<file path="config.mk">
export PLATFORM = sky130hd
export DESIGN_NAME = matrix_row_col_sums_top
export DESIGN_NICKNAME = d
export VERILOG_FILES = /design/src/rtl/mrcs_pkg.sv /design/src/rtl/mrcs_csr.sv /design/src/rtl/mrcs_col_mem.sv /design/src/rtl/mrcs_ctrl.sv /design/src/rtl/matrix_row_col_sums_top.sv
export SDC_FILE = /design/constraint.sdc
export NUM_CORES = 2
export LEC_CHECK = 0
export BUFFER_PORTS_ARGS = -buffer_cell sky130_fd_sc_hd__buf_2
export CAP_MARGIN = 20
export CORE_MARGIN = 3
export CORE_UTILIZATION = 40
export CTS_CLUSTER_DIAMETER = 30
export DETAILED_ROUTE_END_ITERATION = 10
export SLEW_MARGIN = 20
export SYNTH_ARGS = -nofsm -noshare
export SYNTH_HDL_FRONTEND = slang
export SYNTH_HIERARCHICAL = 1
export SYNTH_SLANG_ARGS = --single-unit
</file>
<file path="constraint.sdc">
create_clock -name clock -period 5.9 [get_ports clock]
set_input_delay 0.295 -clock clock [delete_from_list [all_inputs] [get_ports clock]]
set_output_delay 0.295 -clock clock [all_outputs]
set_load 0.05 [all_outputs]
</file>
<file path="src/rtl/mrcs_pkg.sv">
`timescale 1ns / 1ps
// ----------------------------------------------------------------------------
// mrcs_pkg
// Shared types and constants for the matrix row and column sum block.
// ----------------------------------------------------------------------------
package mrcs_pkg;

   localparam int MAX_COLS_DEF = 32;

   localparam int ELEM_W  = 32;
   localparam int SUM_W   = 40;
   localparam int ROWS_W  = 16;
   localparam int COLS_W  = 6;
   localparam int INDEX_W = 16;
   localparam int KIND_W  = 2;

   localparam int CSR_ADDR_W = 3;
   localparam int CSR_DATA_W = 32;

   typedef enum logic [KIND_W-1:0] {
      SUM_ROW = 2'd0,
      SUM_COL = 2'd1,
      SUM_ERR = 2'd2
   } sum_kind_type;

   typedef enum logic {
      ST_RUN   = 1'b0,
      ST_DRAIN = 1'b1
   } ctrl_state_type;

   typedef enum logic {
      CSR_NUM_ROWS = 1'b0,
      CSR_NUM_COLS = 1'b1
   } csr_reg_type;

   typedef struct packed {
      logic [ROWS_W-1:0] num_rows;
      logic [COLS_W-1:0] num_cols;
   } mrcs_cfg_type;

   typedef struct packed {
      sum_kind_type              kind;
      logic [INDEX_W-1:0]        index;
      logic signed [SUM_W-1:0]   value;
      logic                      last;
   } mrcs_rsp_type;

   typedef struct packed {
      logic              err;
      logic              first_row;
      logic              row_end;
      logic              matrix_end;
      logic [ROWS_W-1:0] row_idx;
   } mrcs_item_type;

endpackage

</file>
<file path="src/rtl/mrcs_csr.sv">
`timescale 1ns / 1ps
// ----------------------------------------------------------------------------
// mrcs_csr
// Register file for the matrix dimensions, written over the apb-style port.
// ----------------------------------------------------------------------------
module mrcs_csr import mrcs_pkg::*; (
   input  logic                  clock,
   input  logic                  reset,
   input  logic                  csr_psel,
   input  logic                  csr_penable,
   input  logic                  csr_pwrite,
   input  logic [CSR_ADDR_W-1:0] csr_paddr,
   input  logic [CSR_DATA_W-1:0] csr_pwdata,
   output logic [CSR_DATA_W-1:0] csr_prdata,
   output logic                  csr_pready,
   output mrcs_cfg_type          cfg
);

   logic [ROWS_W-1:0] num_rows_ff, num_rows_in;
   logic [COLS_W-1:0] num_cols_ff, num_cols_in;
   csr_reg_type       reg_sel;
   logic              wr_en;

   // registers sit on 4-byte boundaries, bit 2 picks one
   assign reg_sel    = csr_reg_type'(csr_paddr[2]);
   assign csr_pready = 1'b1;
   assign wr_en      = csr_psel && csr_penable && csr_pwrite && csr_pready;

   always_comb begin
      num_rows_in = num_rows_ff;
      num_cols_in = num_cols_ff;
      if (wr_en) begin
         unique case (reg_sel)
            CSR_NUM_ROWS: num_rows_in = csr_pwdata[ROWS_W-1:0];
            CSR_NUM_COLS: num_cols_in = csr_pwdata[COLS_W-1:0];
            default: ;
         endcase
      end
   end

   always_comb begin
      unique case (reg_sel)
         CSR_NUM_ROWS: csr_prdata = {{(CSR_DATA_W-ROWS_W){1'b0}}, num_rows_ff};
         CSR_NUM_COLS: csr_prdata = {{(CSR_DATA_W-COLS_W){1'b0}}, num_cols_ff};
         default:      csr_prdata = '0;
      endcase
   end

   always_ff @(posedge clock) begin
      if (reset) begin
         num_rows_ff <= ROWS_W'(1);
         num_cols_ff <= COLS_W'(1);
      end else begin
         num_rows_ff <= num_rows_in;
         num_cols_ff <= num_cols_in;
      end
   end

   assign cfg.num_rows = num_rows_ff;
   assign cfg.num_cols = num_cols_ff;

endmodule

</file>
<file path="src/rtl/mrcs_col_mem.sv">
`timescale 1ns / 1ps
// ----------------------------------------------------------------------------
// mrcs_col_mem
// Column total store: one write and one registered read port, with bypass
// of a write that lands on the entry being read in the same cycle.
// ----------------------------------------------------------------------------
module mrcs_col_mem import mrcs_pkg::*; #(
   parameter int MAX_COLS = MAX_COLS_DEF,
   localparam int AW = (MAX_COLS > 1) ? $clog2(MAX_COLS) : 1
) (
   input  logic                clock,
   input  logic                reset,
   input  logic                we,
   input  logic [AW-1:0]       waddr,
   input  logic [SUM_W-1:0]    wdata,
   input  logic                re,
   input  logic [AW-1:0]       raddr,
   output logic [SUM_W-1:0]    rdata
);

   logic [SUM_W-1:0] mem [MAX_COLS];
   logic [SUM_W-1:0] rdata_ff;
   logic [SUM_W-1:0] fwd_data_ff;
   logic             fwd_ff;

   always_ff @(posedge clock) begin
      if (we) begin
         mem[waddr] <= wdata;
      end
      if (re) begin
         rdata_ff    <= mem[raddr];
         fwd_data_ff <= wdata;
      end
   end

   // read and write on the same entry at one edge: array gives the old value
   always_ff @(posedge clock) begin
      if (reset) begin
         fwd_ff <= 1'b0;
      end else if (re) begin
         fwd_ff <= we && (waddr == raddr);
      end
   end

   assign rdata = fwd_ff ? fwd_data_ff : rdata_ff;

endmodule

</file>
<file path="src/rtl/mrcs_ctrl.sv">
`timescale 1ns / 1ps
// ----------------------------------------------------------------------------
// mrcs_ctrl
// Position tracking, read-modify-write of the column store, row sums,
// column drain sequencing and the response register.
// ----------------------------------------------------------------------------
module mrcs_ctrl import mrcs_pkg::*; #(
   parameter int MAX_COLS = MAX_COLS_DEF,
   localparam int AW = (MAX_COLS > 1) ? $clog2(MAX_COLS) : 1
) (
   input  logic                clock,
   input  logic                reset,
   input  mrcs_cfg_type        cfg,
   input  logic                req_tvalid,
   output logic                req_tready,
   input  logic [ELEM_W-1:0]   req_element,
   output logic                rsp_tvalid,
   input  logic                rsp_tready,
   output mrcs_rsp_type        rsp_item,
   output logic                mem_we,
   output logic [AW-1:0]       mem_waddr,
   output logic [SUM_W-1:0]    mem_wdata,
   output logic                mem_re,
   output logic [AW-1:0]       mem_raddr,
   input  logic [SUM_W-1:0]    mem_rdata
);

   localparam logic [COLS_W:0] MAX_COLS_W = (COLS_W+1)'(MAX_COLS);
   localparam logic [AW-1:0]   LAST_COL   = AW'(MAX_COLS - 1);

   ctrl_state_type      state_ff, state_in;
   logic [COLS_W-1:0]   col_pos_ff, col_pos_in;
   logic [ROWS_W-1:0]   row_pos_ff, row_pos_in;
   logic [SUM_W-1:0]    row_total_ff, row_total_in;
   logic [AW-1:0]       drain_idx_ff, drain_idx_in;
   logic                s1_valid_ff, s1_valid_in;
   logic [ELEM_W-1:0]   s1_elem_ff, s1_elem_in;
   logic [AW-1:0]       s1_col_ff, s1_col_in;
   mrcs_item_type       s1_item_ff, s1_item_in;
   logic                rsp_valid_ff, rsp_valid_in;
   mrcs_rsp_type        rsp_ff, rsp_in;

   logic                cfg_err;
   logic [AW-1:0]       col_clamp;
   logic                row_end_a;
   logic                matrix_end_a;
   logic                out_free;
   logic                s1_has_rsp;
   logic                s1_go;
   logic                s1_to_drain;
   logic                accept;
   logic [SUM_W-1:0]    elem_ext;
   logic [SUM_W-1:0]    col_sum;
   logic [SUM_W-1:0]    row_sum;
   logic                drain_go;
   logic                drain_last;

   assign cfg_err = (cfg.num_rows == '0) || (cfg.num_cols == '0) ||
                    ({1'b0, cfg.num_cols} > MAX_COLS_W);

   assign col_clamp = ({1'b0, col_pos_ff} >= MAX_COLS_W) ? LAST_COL
                                                         : AW'(col_pos_ff);
   assign row_end_a    = ({1'b0, col_pos_ff} + 1'b1) >= {1'b0, cfg.num_cols};
   assign matrix_end_a = ({1'b0, row_pos_ff} + 1'b1) >= {1'b0, cfg.num_rows};

   assign out_free    = !rsp_valid_ff || rsp_tready;
   assign s1_has_rsp  = s1_item_ff.err || s1_item_ff.row_end;
   assign s1_go       = s1_valid_ff && (!s1_has_rsp || out_free);
   assign s1_to_drain = s1_go && !s1_item_ff.err && s1_item_ff.matrix_end;

   assign req_tready = (state_ff == ST_RUN) && (!s1_valid_ff || (s1_go && !s1_to_drain));
   assign accept     = req_tvalid && req_tready;

   assign elem_ext = {{(SUM_W-ELEM_W){s1_elem_ff[ELEM_W-1]}}, s1_elem_ff};
   assign col_sum  = (s1_item_ff.first_row ? '0 : mem_rdata) + elem_ext;
   assign row_sum  = row_total_ff + elem_ext;

   assign drain_go   = (state_ff == ST_DRAIN) && out_free;
   assign drain_last = ((COLS_W+1)'(drain_idx_ff) + 1'b1) == {1'b0, cfg.num_cols};

   always_comb begin
      state_in     = state_ff;
      col_pos_in   = col_pos_ff;
      row_pos_in   = row_pos_ff;
      row_total_in = row_total_ff;
      drain_idx_in = drain_idx_ff;
      s1_valid_in  = s1_valid_ff;
      s1_elem_in   = s1_elem_ff;
      s1_col_in    = s1_col_ff;
      s1_item_in   = s1_item_ff;
      rsp_valid_in = rsp_valid_ff && !rsp_tready;
      rsp_in       = rsp_ff;
      mem_we       = 1'b0;
      mem_waddr    = s1_col_ff;
      mem_wdata    = col_sum;
      mem_re       = 1'b0;
      mem_raddr    = col_clamp;

      unique case (state_ff)
         ST_RUN: begin
            if (s1_go) begin
               s1_valid_in = 1'b0;
               if (!s1_item_ff.err) begin
                  mem_we       = 1'b1;
                  row_total_in = s1_item_ff.row_end ? '0 : row_sum;
               end
               if (s1_item_ff.err) begin
                  rsp_valid_in = 1'b1;
                  rsp_in.kind  = SUM_ERR;
                  rsp_in.index = '0;
                  rsp_in.value = '0;
                  rsp_in.last  = 1'b1;
               end else if (s1_item_ff.row_end) begin
                  rsp_valid_in = 1'b1;
                  rsp_in.kind  = SUM_ROW;
                  rsp_in.index = s1_item_ff.row_idx;
                  rsp_in.value = row_sum;
                  rsp_in.last  = !s1_item_ff.matrix_end;
               end
               if (s1_to_drain) begin
                  // first column read goes out alongside the final write
                  state_in     = ST_DRAIN;
                  drain_idx_in = '0;
                  mem_re       = 1'b1;
                  mem_raddr    = '0;
               end
            end
            if (accept) begin
               s1_valid_in          = 1'b1;
               s1_elem_in           = req_element;
               s1_col_in            = col_clamp;
               s1_item_in.err       = cfg_err;
               s1_item_in.first_row = (row_pos_ff == '0);
               s1_item_in.row_end   = row_end_a;
               s1_item_in.matrix_end = row_end_a && matrix_end_a;
               s1_item_in.row_idx   = row_pos_ff;
               mem_re               = 1'b1;
               mem_raddr            = col_clamp;
               if (!cfg_err) begin
                  if (!row_end_a) begin
                     col_pos_in = col_pos_ff + 1'b1;
                  end else begin
                     col_pos_in = '0;
                     row_pos_in = matrix_end_a ? '0 : row_pos_ff + 1'b1;
                  end
               end
            end
         end
         ST_DRAIN: begin
            if (drain_go) begin
               rsp_valid_in = 1'b1;
               rsp_in.kind  = SUM_COL;
               rsp_in.index = INDEX_W'(drain_idx_ff);
               rsp_in.value = mem_rdata;
               rsp_in.last  = drain_last;
               if (drain_last) begin
                  state_in = ST_RUN;
               end else begin
                  drain_idx_in = drain_idx_ff + 1'b1;
                  mem_re       = 1'b1;
                  mem_raddr    = drain_idx_ff + 1'b1;
               end
            end
         end
         default: state_in = ST_RUN;
      endcase
   end

   always_ff @(posedge clock) begin
      if (reset) begin
         state_ff     <= ST_RUN;
         col_pos_ff   <= '0;
         row_pos_ff   <= '0;
         row_total_ff <= '0;
         drain_idx_ff <= '0;
         s1_valid_ff  <= 1'b0;
         rsp_valid_ff <= 1'b0;
      end else begin
         state_ff     <= state_in;
         col_pos_ff   <= col_pos_in;
         row_pos_ff   <= row_pos_in;
         row_total_ff <= row_total_in;
         drain_idx_ff <= drain_idx_in;
         s1_valid_ff  <= s1_valid_in;
         rsp_valid_ff <= rsp_valid_in;
      end
   end

   always_ff @(posedge clock) begin
      s1_elem_ff <= s1_elem_in;
      s1_col_ff  <= s1_col_in;
      s1_item_ff <= s1_item_in;
      rsp_ff     <= rsp_in;
   end

   assign rsp_tvalid = rsp_valid_ff;
   assign rsp_item   = rsp_ff;

   a_no_req_in_drain: assert property (@(posedge clock) disable iff (reset)
      (state_ff == ST_DRAIN) |-> !req_tready)
      else $error("request taken during column drain");

   a_no_write_in_drain: assert property (@(posedge clock) disable iff (reset)
      (state_ff == ST_DRAIN) |-> !mem_we)
      else $error("column store written during drain");

   a_stage_not_overrun: assert property (@(posedge clock) disable iff (reset)
      req_tready |-> (!s1_valid_ff || s1_go))
      else $error("stage holds an item that is not moving on");

   a_drain_ends: assert property (@(posedge clock) disable iff (reset)
      (drain_go && drain_last) |=> (state_ff == ST_RUN))
      else $error("drain did not end after last column");

   a_drain_starts: assert property (@(posedge clock) disable iff (reset)
      s1_to_drain |=> (state_ff == ST_DRAIN && rsp_tvalid))
      else $error("final row did not start the drain");

endmodule

</file>
<file path="src/rtl/matrix_row_col_sums_top.sv">
`timescale 1ns / 1ps
// ----------------------------------------------------------------------------
// matrix_row_col_sums_top
// Row sums per row and column sums after the final row of a streamed matrix.
//
//   channel  direction  handshake                      payload
//   req      in         req_tvalid / req_tready        tdata: element
//   rsp      out        rsp_tvalid / rsp_tready        tdata: index, value;
//                                                      tuser: kind; tlast
//   csr      in/out     psel, penable, pwrite, pready  num_rows @0, num_cols @4
//
// One element per cycle unless held off as below; each element passes through the
// column store read-modify-write stage, bypassed when consecutive elements hit one entry.
// After the final row the input is held off while the last element is written
// back and then while the column totals are read out one by one.
// A row sum or error waiting on rsp_tready holds the stage and the input.
// Reset is synchronous; no clearing pass, the first row writes the store.
// ----------------------------------------------------------------------------
module matrix_row_col_sums_top import mrcs_pkg::*; #(
   parameter int MAX_COLS = MAX_COLS_DEF
) (
   input  logic                  clock,
   input  logic                  reset,
   input  logic                  req_tvalid,
   output logic                  req_tready,
   input  logic [31:0]           req_tdata,    // [31:0] element
   output logic                  rsp_tvalid,
   input  logic                  rsp_tready,
   output logic [55:0]           rsp_tdata,    // [15:0] sum_index, [55:16] sum_value
   output logic [1:0]            rsp_tuser,    // [1:0] sum_kind
   output logic                  rsp_tlast,
   input  logic                  csr_psel,
   input  logic                  csr_penable,
   input  logic                  csr_pwrite,
   input  logic [CSR_ADDR_W-1:0] csr_paddr,
   input  logic [CSR_DATA_W-1:0] csr_pwdata,
   output logic [CSR_DATA_W-1:0] csr_prdata,
   output logic                  csr_pready
);

   localparam int AW = (MAX_COLS > 1) ? $clog2(MAX_COLS) : 1;

   mrcs_cfg_type     cfg;
   mrcs_rsp_type     rsp_item;
   logic             mem_we;
   logic [AW-1:0]    mem_waddr;
   logic [SUM_W-1:0] mem_wdata;
   logic             mem_re;
   logic [AW-1:0]    mem_raddr;
   logic [SUM_W-1:0] mem_rdata;

   mrcs_csr u_csr (
      .clock       (clock),
      .reset       (reset),
      .csr_psel    (csr_psel),
      .csr_penable (csr_penable),
      .csr_pwrite  (csr_pwrite),
      .csr_paddr   (csr_paddr),
      .csr_pwdata  (csr_pwdata),
      .csr_prdata  (csr_prdata),
      .csr_pready  (csr_pready),
      .cfg         (cfg)
   );

   mrcs_col_mem #(.MAX_COLS(MAX_COLS)) u_col_mem (
      .clock (clock),
      .reset (reset),
      .we    (mem_we),
      .waddr (mem_waddr),
      .wdata (mem_wdata),
      .re    (mem_re),
      .raddr (mem_raddr),
      .rdata (mem_rdata)
   );

   mrcs_ctrl #(.MAX_COLS(MAX_COLS)) u_ctrl (
      .clock       (clock),
      .reset       (reset),
      .cfg         (cfg),
      .req_tvalid  (req_tvalid),
      .req_tready  (req_tready),
      .req_element (req_tdata),
      .rsp_tvalid  (rsp_tvalid),
      .rsp_tready  (rsp_tready),
      .rsp_item    (rsp_item),
      .mem_we      (mem_we),
      .mem_waddr   (mem_waddr),
      .mem_wdata   (mem_wdata),
      .mem_re      (mem_re),
      .mem_raddr   (mem_raddr),
      .mem_rdata   (mem_rdata)
   );

   assign rsp_tdata = {rsp_item.value, rsp_item.index};
   assign rsp_tuser = rsp_item.kind;
   assign rsp_tlast = rsp_item.last;

endmodule

</file>
# Word level (Yosys, flattened, before mapping)
# Memories as Yosys holds them, arrays and structs flattened. A register that Yosys moved wholly into a read port is not among the register bits.
# Cells that the tools add are included.
dict set report classes {
  add_sub_neg 8
  multipliers 0
  n_div 0
  n_lt_le_gt_ge 4
  n_eq_ne 7
  shifts 0
  mux 43
  bitwise_logic 4
  reduce_logical 38
}
# operator n
set ops {}
lappend ops {{59-bit 2-to-1 mux} 4}
lappend ops {{40-bit 2-to-1 mux} 3}
lappend ops {{59-bit case mux with 2 select lines} 1}
lappend ops {{40-bit adder} 2}
lappend ops {{32-bit case mux with 2 select lines} 1}
lappend ops {{5-bit 2-to-1 mux} 10}
lappend ops {{16-bit zero test} 2}
lappend ops {{5-bit case mux with 2 select lines} 2}
lappend ops {{16-bit by 1-bit adder with 17-bit output, second input constant} 1}
lappend ops {{17-bit by 16-bit greater-or-equal comparator with 1-bit output} 1}
lappend ops {{1-bit 2-to-1 mux} 17}
lappend ops {{16-bit by 1-bit adder with 16-bit output, second input constant} 1}
lappend ops {{16-bit 2-to-1 mux} 1}
lappend ops {{1-bit logical AND} 12}
lappend ops {{3-bit AND reduction} 3}
lappend ops {{2-bit AND reduction} 4}
lappend ops {{4-bit AND reduction} 2}
lappend ops {{6-bit by 1-bit adder with 7-bit output, second input constant} 1}
lappend ops {{7-bit by 6-bit == test with 1-bit output} 1}
lappend ops {{7-bit by 6-bit greater-or-equal comparator with 1-bit output} 1}
lappend ops {{1-bit zero test} 7}
lappend ops {{5-bit by 1-bit adder with 6-bit output, second input constant} 1}
lappend ops {{6-bit by 1-bit adder with 6-bit output, second input constant} 1}
lappend ops {{6-bit greater-or-equal comparator, second input constant} 1}
lappend ops {{12 further kinds} 24}
dict set report totals {
  ff_bits 249
  latch_bits 0
  ram_bits 1280
  rom_bits 0
  input_bits 74
  output_inout_bits 94
  wordCells 127
  memories 1
}
# name words width read_ports rd_ports_with_merged_regs write_ports line
set memory_table {}
lappend memory_table {u_col_mem.mem 32 40 1 1 1 mrcs_col_mem.sv:21} ;# logic [SUM_W-1:0] mem [MAX_COLS];

# Logic depth before layout (Yosys ltp)
dict set report logic_depth {
  ltp_word 15
  ltp_mapped 17
  mapped_depth_nobuf 15
}

# By module
# Netlist, hierarchy kept.
# module instances cells_per_inst area_each_um2 seq_area_each_um2
set by_module_without_submodules {}
lappend by_module_without_submodules {mrcs_col_mem 1 2910 52554.2 40859.2}
lappend by_module_without_submodules {mrcs_ctrl 1 1293 12266.8 4884.7}
lappend by_module_without_submodules {mrcs_csr 1 127 1239.9 440.4}

# Least setup slack after synthesis
# No wires, ideal clock.
dict set report synth_path {
  path_kind {flip-flop to flip-flop}
  start {reg u_col_mem.fwd_ff}
  end {reg u_col_mem.fwd_data_ff[38], data pin}
  setup_time_ns 0.628
  arrival_ns 5.511
  required_time_ns 5.272
  slack_ns -0.239
  stages_incl_launch_ff 14
  path_buffers 1
  synth_period_minus_slack_ns 6.139
  path_cell_list {dfxtp_1 -> buf_1 -> mux2_2 -> nor2b_1 -> ha_1 -> fa_1 -> a211oi_1 -> nor2_1 -> o22a_1 -> a21bo_2 -> a31oi_1 -> o31a_1 -> o31ai_1 -> o311ai_0}
}
dict set report synth_via {
  elab_chain_len 3
}
# item line
set synth_rtl {}
lappend synth_rtl {{start, declared} mrcs_col_mem.sv:24} ;# logic fwd_ff;
lappend synth_rtl {{start signal, assigned} mrcs_col_mem.sv:41} ;# fwd_ff <= we && (waddr == raddr);
lappend synth_rtl {{40-bit 2-to-1 mux} mrcs_col_mem.sv:45} ;# assign rdata = fwd_ff ? fwd_data_ff : rdata_ff;
lappend synth_rtl {{named net mem_rdata[0]} matrix_row_col_sums_top.sv:50} ;# logic [SUM_W-1:0] mem_rdata;
lappend synth_rtl {{40-bit 2-to-1 mux} mrcs_ctrl.sv:75} ;# assign col_sum = (s1_item_ff.first_row ? '0 : mem_rdata) + elem_ext;
lappend synth_rtl {{40-bit adder} mrcs_ctrl.sv:75}
lappend synth_rtl {{named net mem_wdata[38]} matrix_row_col_sums_top.sv:47} ;# logic [SUM_W-1:0] mem_wdata;
lappend synth_rtl {{end signal, assigned} mrcs_col_mem.sv:32} ;# fwd_data_ff <= wdata;
lappend synth_rtl {{end, declared} mrcs_col_mem.sv:23} ;# logic [SUM_W-1:0] fwd_data_ff;
# The timed path passes the listed nets, and every way through them passes these cells.
# A chain may end at the register's enable or synchronous reset.

# Final worst setup path
dict set report layout_path {
  start {reg u_col_mem.fwd_ff}
  end {mem u_col_mem.mem[7][38], data pin}
}
dict set report layout_via {
  elab_chain_len 3
}
# item line
set layout_rtl {}
lappend layout_rtl {{40-bit 2-to-1 mux} mrcs_col_mem.sv:45}
lappend layout_rtl {{named net mem_rdata[3]} matrix_row_col_sums_top.sv:50}
lappend layout_rtl {{40-bit 2-to-1 mux} mrcs_ctrl.sv:75}
lappend layout_rtl {{40-bit adder} mrcs_ctrl.sv:75}
lappend layout_rtl {{named net mem_wdata[38]} matrix_row_col_sums_top.sv:47}
lappend layout_rtl {{end, declared} mrcs_col_mem.sv:21}
# The timed path passes the listed nets, and every way through them passes these cells.

==> flow_metrics.py <==
metrics = {
    "power": {
        "p_per_area_nw_per_um2": 406,
        "p_sw_w": 0.00740,
        "p_seq_share_pct": 38.5,
        "netSwitchingFraction_pct": 22.1,
        "ir_worst_vdd_v": 0.000332,
        "p_int_w": 0.0261,
        "power_frac_clock_pct": 55.0,
        "power_leakage_nw": 27.9,
        "comb_power_share_pct": 6.5,
    },
    "routing": {
        "dr.pass1.iters": 8,
        "antenna_left": 0,
        "wl_per_cell_microns": 26.1,
        "routed_wl_microns": 188000,
        "num_vias": 40600,
        "initialDrtViolationCount": 4289,
        "remaining_drc_errors": 0,
        "vias_per_cell": 5.63,
    },
    "clock_tree": {
        "cts_sinks": 1569,
        "cts_resized": 0,
        "cts.path.max_buffers": 4,
        "cts_tree": "done",
        "clk_pin_slew_ns": 0.05,
        "clk_latency_ns": 0.92,
        "h-tree-depth": 5,
        "cts-root-buf": "clkbuf_16",
        "numCtsBuffers": 331,
    },
    "synthesis": {
        "synth.area.mux_share_pct": 10.9,
        "yosysMostFrequentCell": "edfxtp_1",
        "synth_area_sq_um": 66100,
        "seq_area_frac_synth_pct": 69.9,
        "ys_warn_count": 6,
        "synth_top_family_by_area": "multiplexers",
        "yosys.area.top_type": "edfxtp_1",
        "synthTopCellsByArea": "edfxtp_1 (67%), mux2i_1 (10%), dfxtp_1 (2.8%), ha_1 (2.0%), a22o_1 (1.8%)",
        "yosys.area_share.adder_pct": 2.05,
        "synthXorXnorAreaFrac_pct": 1.39,
        "synth_ff_type": "edfxtp_1",
        "synth_area_per_cell_sq_um": 15.3,
        "synth_compound_area_share_pct": 7.92,
        "synth_edf_count": 1476,
        "yosysUniqueCellTypes": 77,
        "ys_ff_latch": 1569,
        "async_flop_share_pct": 0,
        "yosys.area_share.simple_pct": 5.74,
        "synthCells": 4330,
        "yosysTopAreaCellShare_pct": 67.1,
        "ys_top_cells_by_count": "edfxtp_1 (1476), mux2i_1 (665), a21oi_1 (232)",
    },
    "global_route": {
        "grt_first_pass_wirelength_microns": 271000,
        "gr-total-overflow": 0,
        "grt_antenna_before_repair": 6,
        "grtUsageTotal_pct": 21.8,
        "grt_max_degree": 82,
        "grt_pass1_vias": 39600,
    },
    "die": {
        "core_area_sq_um": 163000,
        "die_width_microns": 412,
        "die_y_microns": 412,
        "rows": 148,
        "io_pins": 168,
        "initial_core_util_pct": 40.4,
        "die_area_sq_um": 170000,
    },
    "placed_design": {
        "dp.cells": 6568,
        "dp_hpwl_microns": 107000,
        "port_buffers": 132,
        "placedInstanceArea_sq_um": 70700,
        "gp_congestion": 0.915,
    },
    "critical_path": {
        "arrival_ns": 6.05,
        "required_ns": 6.57,
        "setup.worst_path.end_class": "flip-flop",
        "worst-path-max-fanout": 33,
        "start_kind": "flip-flop",
        "path_class": "reg2reg",
    },
    "sta": {
        "rsz0062_at_grt": "false",
        "fmax_mhz": 186,
        "post-route-min-period_ns": 5.38,
        "fin_crit_sh_pct": 91.2,
        "tns_ns": 0,
        "setup_viol": 0,
        "worst_slew_pin_slew_ns": 1.14,
        "final_hold_viol_count": 0,
        "maxSlewHeadroom_pct": 23.8,
        "skew_ns": 0.0776,
        "finalMaxSlewViolations": 0,
    },
    "finish": {
        "syn_to_final_growth_pct": 24.8,
        "fill_cells": 13400,
        "drive_gt1_share_pct": 19.1,
        "fin_area_sq_um": 82400,
        "layout.cells.non_filler": 7206,
        "nNetsFinal": 4964,
    },
    "job": {
        "cap_violations": 0,
    },
    "hold_path": {
        "hold_path_class": "in2reg",
    },
    "outcome": {
        "status": "complete, no violations",
    },
}
power by group through the flow:
stage	Combinational, W	Clock [W]	Sequential, W
2_1_floorplan	0.00128	0	0.0132
3_3_place_gp	0.00211	0	0.0131
3_5_place_dp	0.00215	0	0.0131
4_1_cts	0.00219	0.0186	0.0129
5_1_grt	0.00235	0.0192	0.0129
6_report	0.00219	0.0184	0.0129
cell usage in the layout (no fill, tap or decap), drive strengths merged, types with 9 or more instances in the layout:
| master | netlist | final |
|---|---|---|
| a31oi | 50 | 50 |
| conb | 2 | 17 |
| o21ai | 65 | 65 |
| a22o | 135 | 135 |
| inv | 54 | 69 |
| mux2i | 665 | 665 |
| clkbuf | 111 | 370 |
| clkinvlp | 0 | 38 |
| nor2b | 60 | 60 |
| dfxtp | 93 | 93 |
| mux2 | 46 | 46 |
| nand3 | 148 | 148 |
| a21o | 51 | 51 |
| nand2 | 216 | 216 |
| nand4 | 23 | 23 |
| a21oi | 233 | 233 |
| nor4 | 15 | 15 |
| nand3b | 13 | 13 |
| buf | 131 | 291 |
| a22oi | 138 | 138 |
| o21a | 17 | 17 |
| clkinv | 0 | 108 |
| nand2b | 52 | 52 |
| bufinv | 0 | 49 |
| a211oi | 11 | 11 |
| xor2 | 36 | 36 |
| xnor2 | 66 | 66 |
| and3 | 9 | 9 |
| o21bai | 12 | 12 |
| nor3 | 65 | 65 |
| or3 | 12 | 12 |
| and2 | 17 | 17 |
| or2 | 10 | 10 |
| edfxtp | 1476 | 1476 |
| nor2 | 121 | 121 |
| ha | 105 | 105 |
| dlygate4sd3 | 0 | 56 |
area by class of cell:
type,count,area (sq um),share of cell area (%)
antenna,1,2.50,0.00304
clock buffer,370,8650,10.5
clock inverter,210,2500,3.04
inverter,54,203,0.246
multi-input combinational,2480,19200,23.3
sequential,1569,46200,56.0
tap,2175,2720,3.30
timing repair buffer,347,3000,3.64
repair_timing:
action                     in CTS  in global routing
setup buffers                   0                  0
hold endpoints to repair       63                  0
setup endpoints to repair       0                  0
hold buffers                   56                  0
cells by family after synthesis:
| group | count (synthesis) |
|---|---|
| compound gates | 768 |
| xor+xnor | 103 |
| fa+ha+maj | 107 |
| buf+inv | 296 |
| flops | 1569 |
| mux | 711 |
| other cells | 2 |
| simple gates | 774 |
final timing paths:
kind / from / end / slack [ns] / depth (start not counted)
min reg2reg: u_ctrl/row_total_ff[7] / u_ctrl/row_total_ff[7] / 0.47 / 2
min: req_tdata[5] / u_ctrl/s1_elem_ff[5] / 0.1 / 2
max: u_col_mem/fwd_ff / u_col_mem/mem[7][38] / 0.52 / 13
max reg2reg: u_col_mem/fwd_ff / u_col_mem/mem[7][38] / 0.52 / 13
routing by layer:
layer  GRT usage, %  part of all wire [%]  routed length, microns  up-vias
li1               -                     -                       -    17800
met1           30.1                    42                   80000    20600
met2           34.2                    46                   87000     1737
met3           4.20                   7.9                   14800      370
met4           8.42                   3.5                    6630        0
met5              0                     0                       0        -
metrics by stage:
step	setup WS (ns)	total power, W	hold slack [ns]	utilization [%]
final	0.521	0.0335	0.0996	50.5
after global routing	0.372	0.0345	0.0666	50.5
after CTS	0.599	0.0337	0.0309	50.5
after detailed placement	0.587	0.0152	0.455	43.3
after global placement	0.677	0.0152	0.447	43.2
after floorplan	0.120	0.0145	0.364	-
registers in the layout (all words and copies together) (netlist names):
name,cells
u_csr/num_cols_ff,6
u_ctrl/s1_item_ff,20
u_col_mem/fwd_ff,1
u_ctrl/s1_valid_ff,1
u_col_mem/fwd_data_ff,40
u_csr/num_rows_ff,16
u_ctrl/row_total_ff,40
u_col_mem/rdata_ff,40
u_col_mem/mem,1280
u_ctrl/drain_idx_ff,5
u_ctrl/rsp_item,59
u_ctrl/col_pos_ff,6
u_ctrl/state_ff,1
u_ctrl/mem_waddr,5
u_ctrl/row_pos_ff,16
u_ctrl/rsp_tvalid,1
u_ctrl/s1_elem_ff,32
critical path, cell delays in order (launching register included):
cell and delay [ns]:
dfxtp_2 0.81, mux2_2 0.42, nor2b_1 0.13, ha_1 0.41, o21ai_0 0.15, nor2_1 0.27, o22a_1 0.46, a21bo_2 0.31
a31oi_1 0.28, o31a_1 0.40, o31ai_1 0.78, nand4b_1 0.27, o311ai_4 0.12, buf_4 0.35
Note: power is estimated with default switching activity, not from simulation.
